<file path="src/rtl/lvp_pkg.sv">
package lvp_pkg;

  // Longest stored line, in content bytes plus one
  localparam int LINE_BYTES = 64;
  localparam int CntW       = $clog2(LINE_BYTES);
  localparam logic [CntW-1:0] CntMax = CntW'(LINE_BYTES - 1);

  localparam logic [7:0] ChNul   = 8'h00;
  localparam logic [7:0] ChTab   = 8'h09;
  localparam logic [7:0] ChLf    = 8'h0A;
  localparam logic [7:0] ChVt    = 8'h0B;
  localparam logic [7:0] ChFf    = 8'h0C;
  localparam logic [7:0] ChCr    = 8'h0D;
  localparam logic [7:0] ChSpace = 8'h20;
  localparam logic [7:0] ChPlus  = 8'h2B;
  localparam logic [7:0] ChMinus = 8'h2D;
  localparam logic [7:0] ChZero  = 8'h30;
  localparam logic [7:0] ChNine  = 8'h39;
  localparam logic [7:0] ChC     = 8'h43;
  localparam logic [7:0] ChI     = 8'h49;
  localparam logic [7:0] ChN     = 8'h4E;
  localparam logic [7:0] ChO     = 8'h4F;
  localparam logic [7:0] ChP     = 8'h50;
  localparam logic [7:0] ChS     = 8'h53;
  localparam logic [7:0] ChV     = 8'h56;

  // Saturation bounds: floor((limit - d) / 10) takes one of two values
  localparam logic [31:0] DecQuotHi = 32'd214748364;
  localparam logic [31:0] DecQuotLo = 32'd214748363;
  localparam logic [31:0] PosLimit  = 32'h7FFF_FFFF;
  localparam logic [31:0] NegLimit  = 32'h8000_0000;

  typedef enum logic [2:0] {
    PH_BEFORE_LABEL = 3'd0,
    PH_LABEL        = 3'd1,
    PH_BEFORE_VALUE = 3'd2,
    PH_VALUE        = 3'd3,
    PH_AFTER_VALUE  = 3'd4
  } phase_e;

  typedef enum logic [2:0] {
    QTY_V   = 3'd0,
    QTY_I   = 3'd1,
    QTY_P   = 3'd2,
    QTY_SOC = 3'd3,
    QTY_VS  = 3'd4
  } quantity_e;

  typedef struct packed {
    logic vs;
    logic soc;
    logic p;
    logic i;
    logic v;
  } label_match_t;

  typedef struct packed {
    logic stop;
    logic digits;
    logic neg;
    logic sgn;
    logic oword;
  } value_flags_t;

  typedef struct packed {
    value_flags_t flags;
    logic [31:0]  acc;
  } value_state_t;

endpackage

</file>
<file path="src/rtl/lvp_in_if.sv">
interface lvp_in_if;
  logic        valid;
  logic        ready;
  logic [7:0]  rx_byte;
  logic [31:0] now_ms;

  modport source (output valid, output rx_byte, output now_ms, input ready);
  modport sink   (input valid, input rx_byte, input now_ms, output ready);
endinterface

</file>
<file path="src/rtl/lvp_out_if.sv">
interface lvp_out_if;
  logic               valid;
  logic               ready;
  logic [2:0]         quantity;
  logic signed [31:0] reading;
  logic [31:0]        stamp_ms;

  modport source (output valid, output quantity, output reading, output stamp_ms,
                  input ready);
  modport sink   (input valid, input quantity, input reading, input stamp_ms,
                  output ready);
endinterface

</file>
<file path="src/rtl/label_value_line_parser.sv">
// Line parser for tab-separated label/value text. One byte is taken per clock
// cycle, sustained, as long as the result side keeps up; a byte is held in an
// input register, is parsed there against the line state, and an LF that
// closes a V, I, P, SOC or VS line loads the result register, so a result is
// valid once the LF has passed the input register and the result register.
// Both the input register and the result register hold while the result side
// stalls, and input transfers continue until both are full. There is no
// clearing pass after reset: the block takes bytes from the first cycle.
module label_value_line_parser (
  input  logic      clk_i,
  input  logic      rst_ni,
  lvp_in_if.sink    in_i,
  lvp_out_if.source out_o
);

  // Input register
  logic        stage_valid_q;
  logic [7:0]  stage_byte_q;
  logic [31:0] stage_stamp_q;

  // Line state
  logic [lvp_pkg::CntW-1:0] count_q, count_d;
  lvp_pkg::phase_e          phase_q, phase_d;
  lvp_pkg::label_match_t    match_q, match_d;
  logic [1:0]               label_len_q, label_len_d;
  lvp_pkg::value_state_t    val_q, val_d;
  logic                     discard_q, discard_d;
  logic                     ended_q, ended_d;

  // Result register
  logic               out_valid_q;
  logic [2:0]         out_qty_q;
  logic signed [31:0] out_reading_q;
  logic [31:0]        out_stamp_q;

  logic               out_free;
  logic               advance;
  logic               res_valid;
  logic [2:0]         res_qty;
  logic [31:0]        res_reading;

  function automatic lvp_pkg::label_match_t label_step(
    lvp_pkg::label_match_t m, logic [1:0] len, logic [7:0] c);
    lvp_pkg::label_match_t keep;
    keep = '0;
    case (len)
      2'd0: begin
        keep.v   = (c == lvp_pkg::ChV);
        keep.vs  = (c == lvp_pkg::ChV);
        keep.i   = (c == lvp_pkg::ChI);
        keep.p   = (c == lvp_pkg::ChP);
        keep.soc = (c == lvp_pkg::ChS);
      end
      2'd1: begin
        keep.soc = (c == lvp_pkg::ChO);
        keep.vs  = (c == lvp_pkg::ChS);
      end
      2'd2: begin
        keep.soc = (c == lvp_pkg::ChC);
      end
      default: ;
    endcase
    return m & keep;
  endfunction

  function automatic logic [31:0] add_digit(logic [31:0] acc, logic neg, logic [3:0] d);
    logic [31:0] lim;
    logic [31:0] thr;
    lim = neg ? lvp_pkg::NegLimit : lvp_pkg::PosLimit;
    thr = (neg ? (d == 4'd9) : (d >= 4'd8)) ? lvp_pkg::DecQuotLo : lvp_pkg::DecQuotHi;
    if (acc > thr) begin
      return lim;
    end
    return (acc << 3) + (acc << 1) + {28'd0, d};
  endfunction

  function automatic lvp_pkg::value_state_t value_step(
    lvp_pkg::value_state_t v, logic first, logic [7:0] c);
    lvp_pkg::value_state_t r;
    logic       digit;
    logic [3:0] d;
    logic [7:0] diff;
    r     = v;
    digit = (c >= lvp_pkg::ChZero) && (c <= lvp_pkg::ChNine);
    diff  = c - lvp_pkg::ChZero;
    d     = diff[3:0];
    if (first && c == lvp_pkg::ChO) begin
      r.flags       = '0;
      r.flags.oword = 1'b1;
    end else if (v.flags.stop) begin
      r = v;
    end else if (v.flags.oword) begin
      r.acc        = {31'd0, c == lvp_pkg::ChN};
      r.flags.stop = 1'b1;
    end else if (v.flags.digits || v.flags.sgn) begin
      if (digit) begin
        r.flags.digits = 1'b1;
        r.acc          = add_digit(v.acc, v.flags.neg, d);
      end else begin
        r.flags.stop = 1'b1;
      end
    end else if (c == lvp_pkg::ChSpace || c == lvp_pkg::ChVt || c == lvp_pkg::ChFf) begin
      r = v;
    end else if (c == lvp_pkg::ChPlus || c == lvp_pkg::ChMinus) begin
      r.flags.sgn = 1'b1;
      r.flags.neg = (c == lvp_pkg::ChMinus);
    end else if (digit) begin
      r.flags.digits = 1'b1;
      r.acc          = add_digit(v.acc, v.flags.neg, d);
    end else begin
      r.flags.stop = 1'b1;
    end
    return r;
  endfunction

  assign out_free  = !out_valid_q || out_o.ready;
  assign advance   = stage_valid_q && out_free;
  assign in_i.ready = !stage_valid_q || out_free;

  always_comb begin
    count_d     = count_q;
    phase_d     = phase_q;
    match_d     = match_q;
    label_len_d = label_len_q;
    val_d       = val_q;
    discard_d   = discard_q;
    ended_d     = ended_q;
    res_valid   = 1'b0;
    res_qty     = lvp_pkg::QTY_V;
    res_reading = val_q.acc;

    if (val_q.flags.neg && !val_q.flags.oword) begin
      res_reading = 32'd0 - val_q.acc;
    end

    if (label_len_q == 2'd1 && match_q.v) begin
      res_qty   = lvp_pkg::QTY_V;
      res_valid = 1'b1;
    end else if (label_len_q == 2'd1 && match_q.i) begin
      res_qty   = lvp_pkg::QTY_I;
      res_valid = 1'b1;
    end else if (label_len_q == 2'd1 && match_q.p) begin
      res_qty   = lvp_pkg::QTY_P;
      res_valid = 1'b1;
    end else if (label_len_q == 2'd3 && match_q.soc) begin
      res_qty   = lvp_pkg::QTY_SOC;
      res_valid = 1'b1;
    end else if (label_len_q == 2'd2 && match_q.vs) begin
      res_qty   = lvp_pkg::QTY_VS;
      res_valid = 1'b1;
    end
    res_valid = res_valid && !discard_q && stage_byte_q == lvp_pkg::ChLf &&
                (phase_q == lvp_pkg::PH_VALUE || phase_q == lvp_pkg::PH_AFTER_VALUE);

    if (stage_byte_q == lvp_pkg::ChCr) begin
      count_d = count_q;
    end else if (stage_byte_q == lvp_pkg::ChLf || count_q >= lvp_pkg::CntMax) begin
      // End of line, or overflow: start over; overflow drops up to the LF
      count_d     = '0;
      phase_d     = lvp_pkg::PH_BEFORE_LABEL;
      match_d     = '1;
      label_len_d = 2'd0;
      val_d       = '0;
      ended_d     = 1'b0;
      discard_d   = (stage_byte_q != lvp_pkg::ChLf) && !discard_q ? 1'b1 :
                    (stage_byte_q != lvp_pkg::ChLf) && discard_q;
      if (discard_q && stage_byte_q != lvp_pkg::ChLf) begin
        count_d = count_q;
      end
    end else if (!discard_q) begin
      count_d = count_q + lvp_pkg::CntW'(1);
      if (stage_byte_q == lvp_pkg::ChNul) begin
        ended_d = 1'b1;
      end else if (!ended_q) begin
        case (phase_q)
          lvp_pkg::PH_BEFORE_LABEL: begin
            if (stage_byte_q != lvp_pkg::ChTab) begin
              phase_d     = lvp_pkg::PH_LABEL;
              match_d     = label_step(match_q, label_len_q, stage_byte_q);
              label_len_d = label_len_q + 2'd1;
            end
          end
          lvp_pkg::PH_LABEL: begin
            if (stage_byte_q == lvp_pkg::ChTab) begin
              phase_d = lvp_pkg::PH_BEFORE_VALUE;
            end else begin
              match_d = label_step(match_q, label_len_q, stage_byte_q);
              if (label_len_q != 2'd3) begin
                label_len_d = label_len_q + 2'd1;
              end
            end
          end
          lvp_pkg::PH_BEFORE_VALUE: begin
            if (stage_byte_q != lvp_pkg::ChTab) begin
              phase_d = lvp_pkg::PH_VALUE;
              val_d   = value_step(val_q, 1'b1, stage_byte_q);
            end
          end
          lvp_pkg::PH_VALUE: begin
            if (stage_byte_q == lvp_pkg::ChTab) begin
              phase_d = lvp_pkg::PH_AFTER_VALUE;
            end else begin
              val_d = value_step(val_q, 1'b0, stage_byte_q);
            end
          end
          default: ;
        endcase
      end
    end
  end

  always_ff @(posedge clk_i or negedge rst_ni) begin
    if (!rst_ni) begin
      stage_valid_q <= 1'b0;
    end else if (in_i.ready) begin
      stage_valid_q <= in_i.valid;
    end
  end

  always_ff @(posedge clk_i) begin
    if (in_i.ready && in_i.valid) begin
      stage_byte_q  <= in_i.rx_byte;
      stage_stamp_q <= in_i.now_ms;
    end
  end

  always_ff @(posedge clk_i or negedge rst_ni) begin
    if (!rst_ni) begin
      count_q     <= '0;
      phase_q     <= lvp_pkg::PH_BEFORE_LABEL;
      match_q     <= '1;
      label_len_q <= 2'd0;
      val_q       <= '0;
      discard_q   <= 1'b0;
      ended_q     <= 1'b0;
    end else if (advance) begin
      count_q     <= count_d;
      phase_q     <= phase_d;
      match_q     <= match_d;
      label_len_q <= label_len_d;
      val_q       <= val_d;
      discard_q   <= discard_d;
      ended_q     <= ended_d;
    end
  end

  always_ff @(posedge clk_i or negedge rst_ni) begin
    if (!rst_ni) begin
      out_valid_q <= 1'b0;
    end else if (out_free) begin
      out_valid_q <= advance && res_valid;
    end
  end

  always_ff @(posedge clk_i) begin
    if (advance && res_valid) begin
      out_qty_q     <= res_qty;
      out_reading_q <= res_reading;
      out_stamp_q   <= stage_stamp_q;
    end
  end

  assign out_o.valid    = out_valid_q;
  assign out_o.quantity = out_qty_q;
  assign out_o.reading  = out_reading_q;
  assign out_o.stamp_ms = out_stamp_q;

  // A new result comes only from a parsed LF
  a_result_from_lf: assert property (@(posedge clk_i) disable iff (!rst_ni)
    $rose(out_valid_q) |-> $past(stage_valid_q && stage_byte_q == lvp_pkg::ChLf))
    else $error("result without a line feed");

  a_count_bound: assert property (@(posedge clk_i) disable iff (!rst_ni)
    count_q <= lvp_pkg::CntMax)
    else $error("line byte count past limit");

  a_discard_clean: assert property (@(posedge clk_i) disable iff (!rst_ni)
    discard_q |-> (phase_q == lvp_pkg::PH_BEFORE_LABEL && count_q == '0))
    else $error("line state not cleared while dropping");

  a_oword_excl: assert property (@(posedge clk_i) disable iff (!rst_ni)
    val_q.flags.oword |-> !(val_q.flags.digits || val_q.flags.sgn))
    else $error("O-word mixed with numeric value");

endmodule
</file>
<file path="src/flat_wrapper.sv">
// flat-port wrapper written by rule: the top's interface ports become plain ports
module label_value_line_parser_flat 
  (clk_i, rst_ni, in_i_valid, in_i_rx_byte, in_i_now_ms, in_i_ready, out_o_valid, out_o_quantity, out_o_reading, out_o_stamp_ms, out_o_ready);
  lvp_in_if in_i_i ();
  lvp_out_if out_o_i ();
  input  logic clk_i;
  input  logic rst_ni;
  input wire logic [$bits(in_i_i.valid)-1:0] in_i_valid;
  input wire logic [$bits(in_i_i.rx_byte)-1:0] in_i_rx_byte;
  input wire logic [$bits(in_i_i.now_ms)-1:0] in_i_now_ms;
  output wire logic [$bits(in_i_i.ready)-1:0] in_i_ready;
  output wire logic [$bits(out_o_i.valid)-1:0] out_o_valid;
  output wire logic [$bits(out_o_i.quantity)-1:0] out_o_quantity;
  output wire logic [$bits(out_o_i.reading)-1:0] out_o_reading;
  output wire logic [$bits(out_o_i.stamp_ms)-1:0] out_o_stamp_ms;
  input wire logic [$bits(out_o_i.ready)-1:0] out_o_ready;
  assign in_i_i.valid = in_i_valid;
  assign in_i_i.rx_byte = in_i_rx_byte;
  assign in_i_i.now_ms = in_i_now_ms;
  assign in_i_ready = in_i_i.ready;
  assign out_o_valid = out_o_i.valid;
  assign out_o_quantity = out_o_i.quantity;
  assign out_o_reading = out_o_i.reading;
  assign out_o_stamp_ms = out_o_i.stamp_ms;
  assign out_o_i.ready = out_o_ready;
  label_value_line_parser u_core (.clk_i(clk_i), .rst_ni(rst_ni), .in_i(in_i_i), .out_o(out_o_i));
endmodule
</file>
<file path="config.mk">
export PLATFORM = sky130hd
export DESIGN_NAME = label_value_line_parser_flat
export DESIGN_NICKNAME = d
export VERILOG_FILES = /design/src/rtl/lvp_pkg.sv /design/src/rtl/lvp_in_if.sv /design/src/rtl/lvp_out_if.sv /design/src/rtl/label_value_line_parser.sv /design/src/flat_wrapper.sv
export SDC_FILE = /design/constraint.sdc
export NUM_CORES = 1
export LEC_CHECK = 0
export ABC_AREA = 0
export BUFFER_PORTS_ARGS = -buffer_cell sky130_fd_sc_hd__buf_2
export CAP_MARGIN = 10
export CORE_MARGIN = 1.5
export CORE_UTILIZATION = 47
export CTS_CLUSTER_SIZE = 14
export DETAILED_ROUTE_END_ITERATION = 16
export GPL_ROUTABILITY_DRIVEN = 0
export PLACE_DENSITY = 0.63
export SKIP_LAST_GASP = 1
export SLEW_MARGIN = 20
export SYNTH_ARGS = -nofsm -noshare
export SYNTH_HDL_FRONTEND = slang
export SYNTH_SLANG_ARGS = --single-unit
</file>
<file path="constraint.sdc">
create_clock -name clk_i -period 10.3 [get_ports clk_i]
set_clock_uncertainty 0.2 [all_clocks]
set_input_delay 0 -clock clk_i [delete_from_list [all_inputs] [get_ports clk_i]]
set_output_delay 0 -clock clk_i [all_outputs]
set_load 0.1 [all_outputs]
</file>
==> run_summary.xml, run 1 <==
<?xml version="1.0" encoding="UTF-8"?>
<metrics>
  <group name="clocking">
    <metric name="path_clk_slew" unit="ns">0.08</metric>
    <metric name="cts_htree_levels" unit="">4</metric>
    <metric name="maximum_count_of_clock_buffers_along_a_single_path" unit="">2</metric>
    <metric name="tritoncts" unit="">built</metric>
    <metric name="clkSinkCount" unit="">164</metric>
    <metric name="cts_post_setup_buffers_inserted" unit="">0</metric>
    <metric name="clockRootBuffer" unit="">clkbuf_16</metric>
    <metric name="cts_inserted_buffers" unit="">17</metric>
    <metric name="clk-insertion-delay-late" unit="ns">0.43</metric>
  </group>
  <group name="setup_path">
    <metric name="endpoint_kind" unit="">flip-flop</metric>
    <metric name="crit_path_start" unit="">u_core.stage_byte_q[3]</metric>
    <metric name="timing.critical_path.fanout_max" unit="">31</metric>
    <metric name="crit-reg2reg-capture" unit="">u_core.val_q[30]</metric>
    <metric name="critical_path_arrival" unit="ns">4.20</metric>
    <metric name="critPathRequiredTime" unit="ns">10.41</metric>
    <metric name="timing.rr.start" unit="">u_core.stage_byte_q[3]</metric>
    <metric name="worst-setup-path-type" unit="">flip-flop to flip-flop</metric>
    <metric name="r2r.worst_path.cells" unit="">13</metric>
    <metric name="timing.critical_path.from_type" unit="">flip-flop</metric>
    <metric name="r2r_slack" unit="ns">6.21</metric>
  </group>
  <group name="power_and_ir_drop">
    <metric name="power.ir.vdd_worst" unit="V">0.000129</metric>
    <metric name="totalPowerFinal" unit="mW">1.93</metric>
    <metric name="power.density" unit="mW/mm^2">179</metric>
    <metric name="cell_leakage_power" unit="nW">4.73</metric>
  </group>
  <group name="die">
    <metric name="floorplan.die.height" unit="um">141</metric>
    <metric name="placeableCoreArea" unit="sq mm">0.0186</metric>
    <metric name="io_pins" unit="">113</metric>
    <metric name="chip_width" unit="um">141</metric>
    <metric name="design.die.area" unit="sq mm">0.0198</metric>
    <metric name="floorplan.initialDensity" unit="">0.477</metric>
    <metric name="row_count" unit="">50</metric>
  </group>
  <group name="layout">
    <metric name="fill_cells" unit="">1627</metric>
    <metric name="drive_above_1_share" unit="">0.170</metric>
    <metric name="postLayoutCellArea" unit="sq mm">0.0107</metric>
    <metric name="areaGrowthSynthToFinish" unit="%">20.6</metric>
    <metric name="fin_nets" unit="">1089</metric>
    <metric name="utilization" unit="">0.576</metric>
    <metric name="antenna_cells" unit="">0</metric>
  </group>
  <group name="timing">
    <metric name="final_period_demand_of_the_worst_path" unit="ns">4.09</metric>
    <metric name="maxClockFrequency" unit="MHz">244</metric>
    <metric name="hold-worst-slack" unit="ns">0.0685</metric>
    <metric name="grt_setup_unrepaired" unit="">false</metric>
    <metric name="drv_slew" unit="">0</metric>
    <metric name="timing.slew.headroom" unit="">0.308</metric>
    <metric name="setup_viol" unit="">0</metric>
    <metric name="setup_tns" unit="ns">0</metric>
    <metric name="worstMarginPinSlew" unit="ns">1.04</metric>
    <metric name="post-route-period-util" unit="">0.397</metric>
    <metric name="final_count_of_hold_timing_violations" unit="">0</metric>
  </group>
  <group name="hold_path">
    <metric name="holdPathStages" unit="">2</metric>
    <metric name="min-delay-start" unit="">in_i_now_ms[25]</metric>
    <metric name="timing.hold.worst_endpoint" unit="">u_core.stage_stamp_q[25]</metric>
    <metric name="hold_path_class" unit="">input pin to flip-flop</metric>
  </group>
  <group name="global_route">
    <metric name="gr-usage-all-layers" unit="">0.210</metric>
    <metric name="grt_start_max_net_pins" unit="">64</metric>
    <metric name="grt_pass1_wl" unit="um">32600</metric>
    <metric name="grt_remaining_overflow" unit="">0</metric>
    <metric name="grt_antenna_before_repair" unit="">0</metric>
    <metric name="grt_pass1_vias" unit="">6411</metric>
  </group>
  <group name="synth">
    <metric name="synth_edf_count" unit="">107</metric>
    <metric name="synth-seq-area-share" unit="">0.522</metric>
    <metric name="synthArstFlopShare" unit="">0.348</metric>
    <metric name="ys.flop_type" unit="">edfxtp_1</metric>
    <metric name="syn-cell-area" unit="sq mm">0.00890</metric>
    <metric name="synth-seq-cells" unit="">164</metric>
    <metric name="avgSynthCellArea" unit="sq um">10.9</metric>
    <metric name="postSynthNetCount" unit="">932</metric>
    <metric name="post_synth_num_cell_types" unit="">61</metric>
    <metric name="number_of_warning_messages_in_the_yosys_log" unit="">0</metric>
    <metric name="syn_inst" unit="">818</metric>
  </group>
  <group name="routing">
    <metric name="vias" unit="">6699</metric>
    <metric name="drt-wirelength-per-cell" unit="um">16.5</metric>
    <metric name="drt_pass1_iterations" unit="">5</metric>
    <metric name="totalWireLength" unit="um">20200</metric>
    <metric name="drc" unit="">0</metric>
    <metric name="viasPerCell" unit="">5.48</metric>
    <metric name="drt_first_iter_violations" unit="">295</metric>
    <metric name="drtAntennaViolNets" unit="">0</metric>
  </group>
  <group name="placement">
    <metric name="port_buffers" unit="">112</metric>
    <metric name="dpl-instance-area" unit="sq mm">0.00967</metric>
    <metric name="hpwl" unit="um">14100</metric>
  </group>
  <group name="job">
    <metric name="drv.max_cap_violation_count" unit="">0</metric>
  </group>
  <group name="status">
    <metric name="outcome" unit="">completed</metric>
  </group>
</metrics>
==> metal layers <==
| layer | vias up | part of all wire | GRT usage |
|---|---|---|---|
| met1 | 3151 | 0.47 | 0.289 |
| met4 | 0 | 0.022 | 0.0789 |
| met2 | 159 | 0.47 | 0.341 |
| li1 | 3356 | - | - |
| met5 | - | 0 | 0 |
| met3 | 33 | 0.036 | 0.0309 |
==> cells by family (layout without fill, tap and decap cells) <==
kind of cell / after synthesis / in the layout / share of synthesized area
AOI/OAI and AO/OA: 227 / 227 / 0.153
xor gates and xnor gates: 58 / 58 / 0.0571
adders and majority gates: 70 / 70 / 0.100
buffers and inverters: 41 / 211 / 0.0217
DFF: 164 / 164 / 0.522
muxes: 3 / 3 / 0.00352
and+or+nand+nor: 255 / 255 / 0.143
==> final cells by class <==
type                    instances  area (sq um)  share of cell area
well taps                     234           293              0.0273
clock buffers                  17           425              0.0396
clock inverters                15           196              0.0183
multi-input cells             613          4070               0.379
inverters                      19          71.3             0.00665
repair buffers                160          1030              0.0961
flip-flops and latches        164          4650               0.433
==> critical path, stage by stage (launching register included) <==
cell      delay [ns]
edfxtp_1        0.60
nor4bb_1        0.53
a21o_1          0.20
inv_1           0.06
ha_1            0.28
nor2b_1         0.13
o21a_1          0.11
o21ai_0         0.07
a21oi_1         0.16
o21a_1          0.84
a21o_4          0.47
nor2_4          0.11
a21oi_1         0.12
o21ai_1         0.09
==> placed cells by master (no fill, tap or decap), drive strengths merged, types with 5 or more instances in the layout <==
master / n
buf: 116
edfxtp: 107
o21ai: 85
nand2: 77
nor2: 72
ha: 68
a21oi: 61
dfrtp: 52
dlygate4sd3: 44
xnor2: 30
xor2: 28
inv: 26
nand3: 20
a21o: 20
clkbuf: 17
nor3: 15
nand2b: 11
o31ai: 11
nand4: 9
nor4: 8
clkinv: 8
o21a: 7
a31oi: 6
nor2b: 6
and3: 6
a211oi: 6
or4: 6
o21bai: 5
dfstp: 5
and2: 5
==> cells in the mapped netlist, types with 6 or more instances <==
master	instances	area, sq um
edfxtp_1	107	3210
nand2_1	77	289
nor2_1	71	267
ha_1	68	851
a21oi_1	61	305
o21ai_0	55	275
dfrtp_1	52	1300
o21ai_1	30	150
xnor2_1	30	263
xor2_1	28	245
nand3_1	20	100
a21o_1	19	143
inv_1	19	71.3
clkbuf_1	16	60.1
nor3_1	15	75.1
nand2b_1	11	68.8
o31ai_1	11	82.6
nand4_1	9	56.3
o21a_1	7	52.6
a211oi_1	6	45.0
a31oi_1	6	37.5
and3_1	6	37.5
nor2b_1	6	37.5
==> flip-flops by register name (all words and copies together), names as in the netlist <==
signal and count:
u_core.val_q 37, u_core.out_o.reading 32, u_core.out_o.stamp_ms 32, u_core.stage_stamp_q 32
u_core.stage_byte_q 8, u_core.count_q 6, u_core.match_q 5, u_core.out_o.quantity 3
u_core.phase_q 3, u_core.label_len_q 2, u_core.discard_q 1, u_core.ended_q 1
u_core.out_o.valid 1, u_core.stage_valid_q 1
==> timing repair <==
| action | in CTS | in global routing |
|---|---|---|
| hold endpoints to repair | 99 | 0 |
| gates resized for setup | 0 | 0 |
| hold buffers | 44 | 0 |
==> how the worst max path moves through the flow <==
stage	slack, ns	endpoint
after global placement	6.35	u_core.val_q[30]
after global routing	5.85	u_core.val_q[24]
after detailed placement	6.18	u_core.val_q[30]
after CTS	6.16	u_core.val_q[30]
after floorplan	5.49	u_core.out_o.quantity[0]
final	6.21	u_core.val_q[30]
==> metrics by stage <==
stage	setup WS (ns)	cells
after floorplan	5.49	818
after global placement	6.35	1146
after detailed placement	6.18	1146
after CTS	6.16	1222
after global routing	5.85	1222
final	6.21	1222
==> power by group <==
| part | switching (mW) | internal, mW | leakage (nW) |
|---|---|---|---|
| Sequential | 0.0678 | 0.756 | 1.79 |
| Combinational | 0.284 | 0.172 | 2.64 |
| Clock | 0.311 | 0.334 | 0.301 |
(Power assumes the default switching activity.)
==> run 2, diff against run 1 <==
--- a/config.mk
+++ b/config.mk
@@ -5,7 +5,7 @@
 export SDC_FILE = /design/constraint.sdc
 export NUM_CORES = 1
 export LEC_CHECK = 0
-export ABC_AREA = 0
+export ABC_AREA = 1
 export BUFFER_PORTS_ARGS = -buffer_cell sky130_fd_sc_hd__buf_2
 export CAP_MARGIN = 10
 export CORE_MARGIN = 1.5
@@ -13,7 +13,7 @@
 export CTS_CLUSTER_SIZE = 14
 export DETAILED_ROUTE_END_ITERATION = 16
 export GPL_ROUTABILITY_DRIVEN = 0
-export PLACE_DENSITY = 0.63
+export PLACE_DENSITY = 0.62
 export SKIP_LAST_GASP = 1
 export SLEW_MARGIN = 20
 export SYNTH_ARGS = -nofsm -noshare
==> constraint.sdc (replaced) <==
create_clock -name clk_i -period 3.9 [get_ports clk_i]
set_clock_uncertainty 0.2 [all_clocks]
set_input_delay 0 -clock clk_i [delete_from_list [all_inputs] [get_ports clk_i]]
set_output_delay 0 -clock clk_i [all_outputs]
set_load 0.1 [all_outputs]
==> run_summary.xml, run 2 <==
<?xml version="1.0" encoding="UTF-8"?>
<metrics>
  <group name="global_route">
    <metric name="grt_remaining_overflow" unit="">0</metric>
    <metric name="grt_start_max_net_pins" unit="">69</metric>
    <metric name="grt_antenna_before_repair" unit="">0</metric>
    <metric name="grt_pass1_wl" unit="um">39500</metric>
    <metric name="grt_pass1_vias" unit="">7811</metric>
    <metric name="gr-usage-all-layers" unit="">0.229</metric>
  </group>
  <group name="clocking">
    <metric name="clkSinkCount" unit="">164</metric>
    <metric name="maximum_count_of_clock_buffers_along_a_single_path" unit="">2</metric>
    <metric name="tritoncts" unit="">built</metric>
    <metric name="clk-insertion-delay-late" unit="ns">0.44</metric>
    <metric name="cts_htree_levels" unit="">4</metric>
    <metric name="clockRootBuffer" unit="">clkbuf_16</metric>
    <metric name="cts_post_setup_buffers_inserted" unit="">0</metric>
    <metric name="cts_inserted_buffers" unit="">17</metric>
    <metric name="path_clk_slew" unit="ns">0.08</metric>
  </group>
  <group name="timing">
    <metric name="final_period_demand_of_the_worst_path" unit="ns">3.05</metric>
    <metric name="grt_setup_unrepaired" unit="">false</metric>
    <metric name="worstMarginPinSlew" unit="ns">0.856</metric>
    <metric name="timing.slew.headroom" unit="">0.430</metric>
    <metric name="post-route-period-util" unit="">0.781</metric>
    <metric name="maxClockFrequency" unit="MHz">328</metric>
    <metric name="final_count_of_hold_timing_violations" unit="">0</metric>
    <metric name="setup_viol" unit="">0</metric>
    <metric name="drv_slew" unit="">0</metric>
    <metric name="setup_tns" unit="ns">0</metric>
  </group>
  <group name="synth">
    <metric name="netlist.top_cell.by_area" unit="">edfxtp_1</metric>
    <metric name="avgSynthCellArea" unit="sq um">8.46</metric>
    <metric name="postSynthNetCount" unit="">1283</metric>
    <metric name="synth_edf_count" unit="">107</metric>
    <metric name="syn_inst" unit="">1169</metric>
    <metric name="most_numerous_cell_in_the_yosys_netlist" unit="">nand2_1</metric>
    <metric name="synth-seq-cells" unit="">164</metric>
    <metric name="synth_top_area_frac" unit="">0.325</metric>
    <metric name="post_synth_fa_ha_maj_area_fraction" unit="">0.0901</metric>
    <metric name="synth-compound-area-share" unit="">0.0869</metric>
    <metric name="synth-seq-area-share" unit="">0.470</metric>
    <metric name="ys.flop_type" unit="">edfxtp_1</metric>
    <metric name="synthArstFlopShare" unit="">0.348</metric>
    <metric name="commonest_cells_in_the_synthesized_netlist" unit="">313 x nand2_1, 141 x inv_1, 113 x nor2_1</metric>
    <metric name="post_synth_num_cell_types" unit="">42</metric>
    <metric name="synth_top_cells_by_area" unit="">edfxtp_1 32%, dfrtp_1 13%, nand2_1 12%</metric>
    <metric name="synth-simple-area-share" unit="">0.262</metric>
    <metric name="syn-cell-area" unit="sq mm">0.00989</metric>
    <metric name="number_of_warning_messages_in_the_yosys_log" unit="">0</metric>
    <metric name="dominant_combinational_cell_family_by_area_after_synthesis" unit="">simple AND/OR/NAND/NOR gates</metric>
    <metric name="synth.area.mux_share" unit="">0</metric>
    <metric name="yosys.area_share.xor_xnor" unit="">0.0257</metric>
  </group>
  <group name="power_and_ir_drop">
    <metric name="cell_leakage_power" unit="nW">5.87</metric>
    <metric name="power.density" unit="mW/mm^2">319</metric>
    <metric name="power.ir.vdd_worst" unit="V">0.000200</metric>
    <metric name="totalPowerFinal" unit="mW">3.77</metric>
  </group>
  <group name="layout">
    <metric name="fin_nets" unit="">1451</metric>
    <metric name="drive_above_1_share" unit="">0.158</metric>
    <metric name="largest_reg_flops" unit="">37</metric>
    <metric name="final_common_cell" unit="">nand2_1</metric>
    <metric name="finalNonFillerCells" unit="">1620</metric>
    <metric name="top_register" unit="">u_core.val_q</metric>
    <metric name="areaGrowthSynthToFinish" unit="%">19.4</metric>
    <metric name="postLayoutCellArea" unit="sq mm">0.0118</metric>
    <metric name="antenna_cells" unit="">0</metric>
    <metric name="mostFrequentLayoutCells" unit="">313 x nand2_1, 141 x inv_1, 113 x nor2_1, 112 x buf_2, 107 x edfxtp_1</metric>
  </group>
  <group name="setup_path">
    <metric name="worst-setup-path-type" unit="">flip-flop to flip-flop</metric>
    <metric name="critPathRequiredTime" unit="ns">4.08</metric>
    <metric name="r2r.worst_path.cells" unit="">21</metric>
    <metric name="endpoint_kind" unit="">flip-flop</metric>
    <metric name="slowest_delay" unit="ns">0.49</metric>
    <metric name="timing.critical_path.fanout_max" unit="">18</metric>
    <metric name="critical_path_arrival" unit="ns">3.22</metric>
    <metric name="cp_cell_sequence" unit="">nand2_1 &gt; inv_2 &gt; nand2_2 &gt; inv_1 &gt; a21oi_1 &gt; inv_1 &gt; ha_1 &gt; nand2_1 &gt; inv_1 &gt; nand2_1 &gt; nand2_1 &gt; nand2_1 &gt; nand2_1 &gt; nand2_1 &gt; nand2_1 &gt; nand2_2 &gt; inv_2 &gt; nor2_1 &gt; nand2_1 &gt; nand3_1 &gt; nand2_1</metric>
    <metric name="cpMostUsedCell" unit="">nand2_1</metric>
    <metric name="critical-path-slowest-cell" unit="">edfxtp_1</metric>
    <metric name="timing.critical_path.from_type" unit="">flip-flop</metric>
  </group>
  <group name="placement">
    <metric name="dpl-instance-area" unit="sq mm">0.0108</metric>
    <metric name="hpwl" unit="um">18500</metric>
    <metric name="post-place-cells" unit="">1543</metric>
    <metric name="port_buffers" unit="">112</metric>
  </group>
  <group name="die">
    <metric name="floorplan.die.height" unit="um">148</metric>
    <metric name="chip_width" unit="um">148</metric>
    <metric name="design.die.area" unit="sq mm">0.0219</metric>
    <metric name="io_pins" unit="">113</metric>
    <metric name="floorplan.initialDensity" unit="">0.484</metric>
    <metric name="placeableCoreArea" unit="sq mm">0.0204</metric>
    <metric name="row_count" unit="">52</metric>
  </group>
  <group name="job">
    <metric name="drv.max_cap_violation_count" unit="">0</metric>
  </group>
  <group name="routing">
    <metric name="totalWireLength" unit="um">24200</metric>
    <metric name="viasPerCell" unit="">5.06</metric>
    <metric name="drc" unit="">0</metric>
    <metric name="drt_pass1_iterations" unit="">5</metric>
    <metric name="vias" unit="">8196</metric>
    <metric name="drt_first_iter_violations" unit="">592</metric>
    <metric name="drtAntennaViolNets" unit="">0</metric>
    <metric name="drt-wirelength-per-cell" unit="um">15.0</metric>
  </group>
  <group name="status">
    <metric name="outcome" unit="">completed</metric>
  </group>
  <group name="hold_path">
    <metric name="hold_path_class" unit="">input pin to async pin</metric>
  </group>
</metrics>
## run 2: critical path: cells and delay by family, from the launching register on
kind            cells  cell delay (ns)
simple gates       14             1.19
buf+inv             5             0.65
flops               1             0.49
fa+ha+maj           1             0.28
compound gates      1             0.18
## run 2: path summary, 6_finish.rpt
check / start / end / slack (ns)
setup reg to reg: u_core.stage_byte_q[3] / u_core.val_q[16] / 0.85
min in group clk_i: in_i_now_ms[24] / u_core.stage_stamp_q[24] / 0.09
hold / removal: rst_ni / u_core.val_q[19] / 0.006
setup / recovery: u_core.stage_byte_q[3] / u_core.val_q[16] / 0.85
max in group asynchronous: rst_ni / u_core.val_q[32] / 2.65
hold reg to reg: u_core.stage_stamp_q[19] / u_core.out_o.stamp_ms[19] / 0.22
## run 2: cell families after synthesis
family | after synthesis
and+or+nand+nor | 589
buffers and inverters | 164
DFF | 164
AOI/OAI and AO/OA | 153
adders and majority gates | 70
xor gates and xnor gates | 29
## run 2: power by group
group          switching (mW)  internal (mW)  total (mW)
logic                  0.0948         0.0817       0.177
registers              0.0317           1.90        1.94
clock network           0.798          0.859        1.66
total                   0.925           2.85        3.77
## run 2: final cells by class
cell class	instances	area (sq um)
Clock buffer	17	425
Clock inverter	15	160
Multi-Input combinational cell	841	4610
Timing Repair Buffer	161	1050
Tap cell	270	338
Inverter	152	571
Fill cell	1858	8630
Sequential cell	164	4650
## run 2: metal layers
| metal | wire length (um) | GRT usage | vias to the layer above |
|---|---|---|---|
| met5 | 0 | 0 | - |
| met2 | 10300 | 0.350 | 196 |
| met4 | 306 | 0.0649 | 0 |
| met3 | 1220 | 0.0306 | 17 |
| li1 | - | - | 4227 |
| met1 | 12400 | 0.340 | 3756 |
## run 2: stage by stage
step,worst slack (ns),hold WS [ns],util
6_report,0.855,0.00584,0.578
5_1_grt,0.578,0.0786,0.578
4_1_cts,0.848,0.0307,0.578
2_1_floorplan,0.0206,-0.496,-
3_5_place_dp,0.856,-0.0400,0.527
3_3_place_gp,0.946,-0.0391,0.527
## run 2: what timing repair did
item                      in CTS  in global routing
hold endpoints to repair      76                  0
resized for setup              0                  0
hold buffers                  45                  0
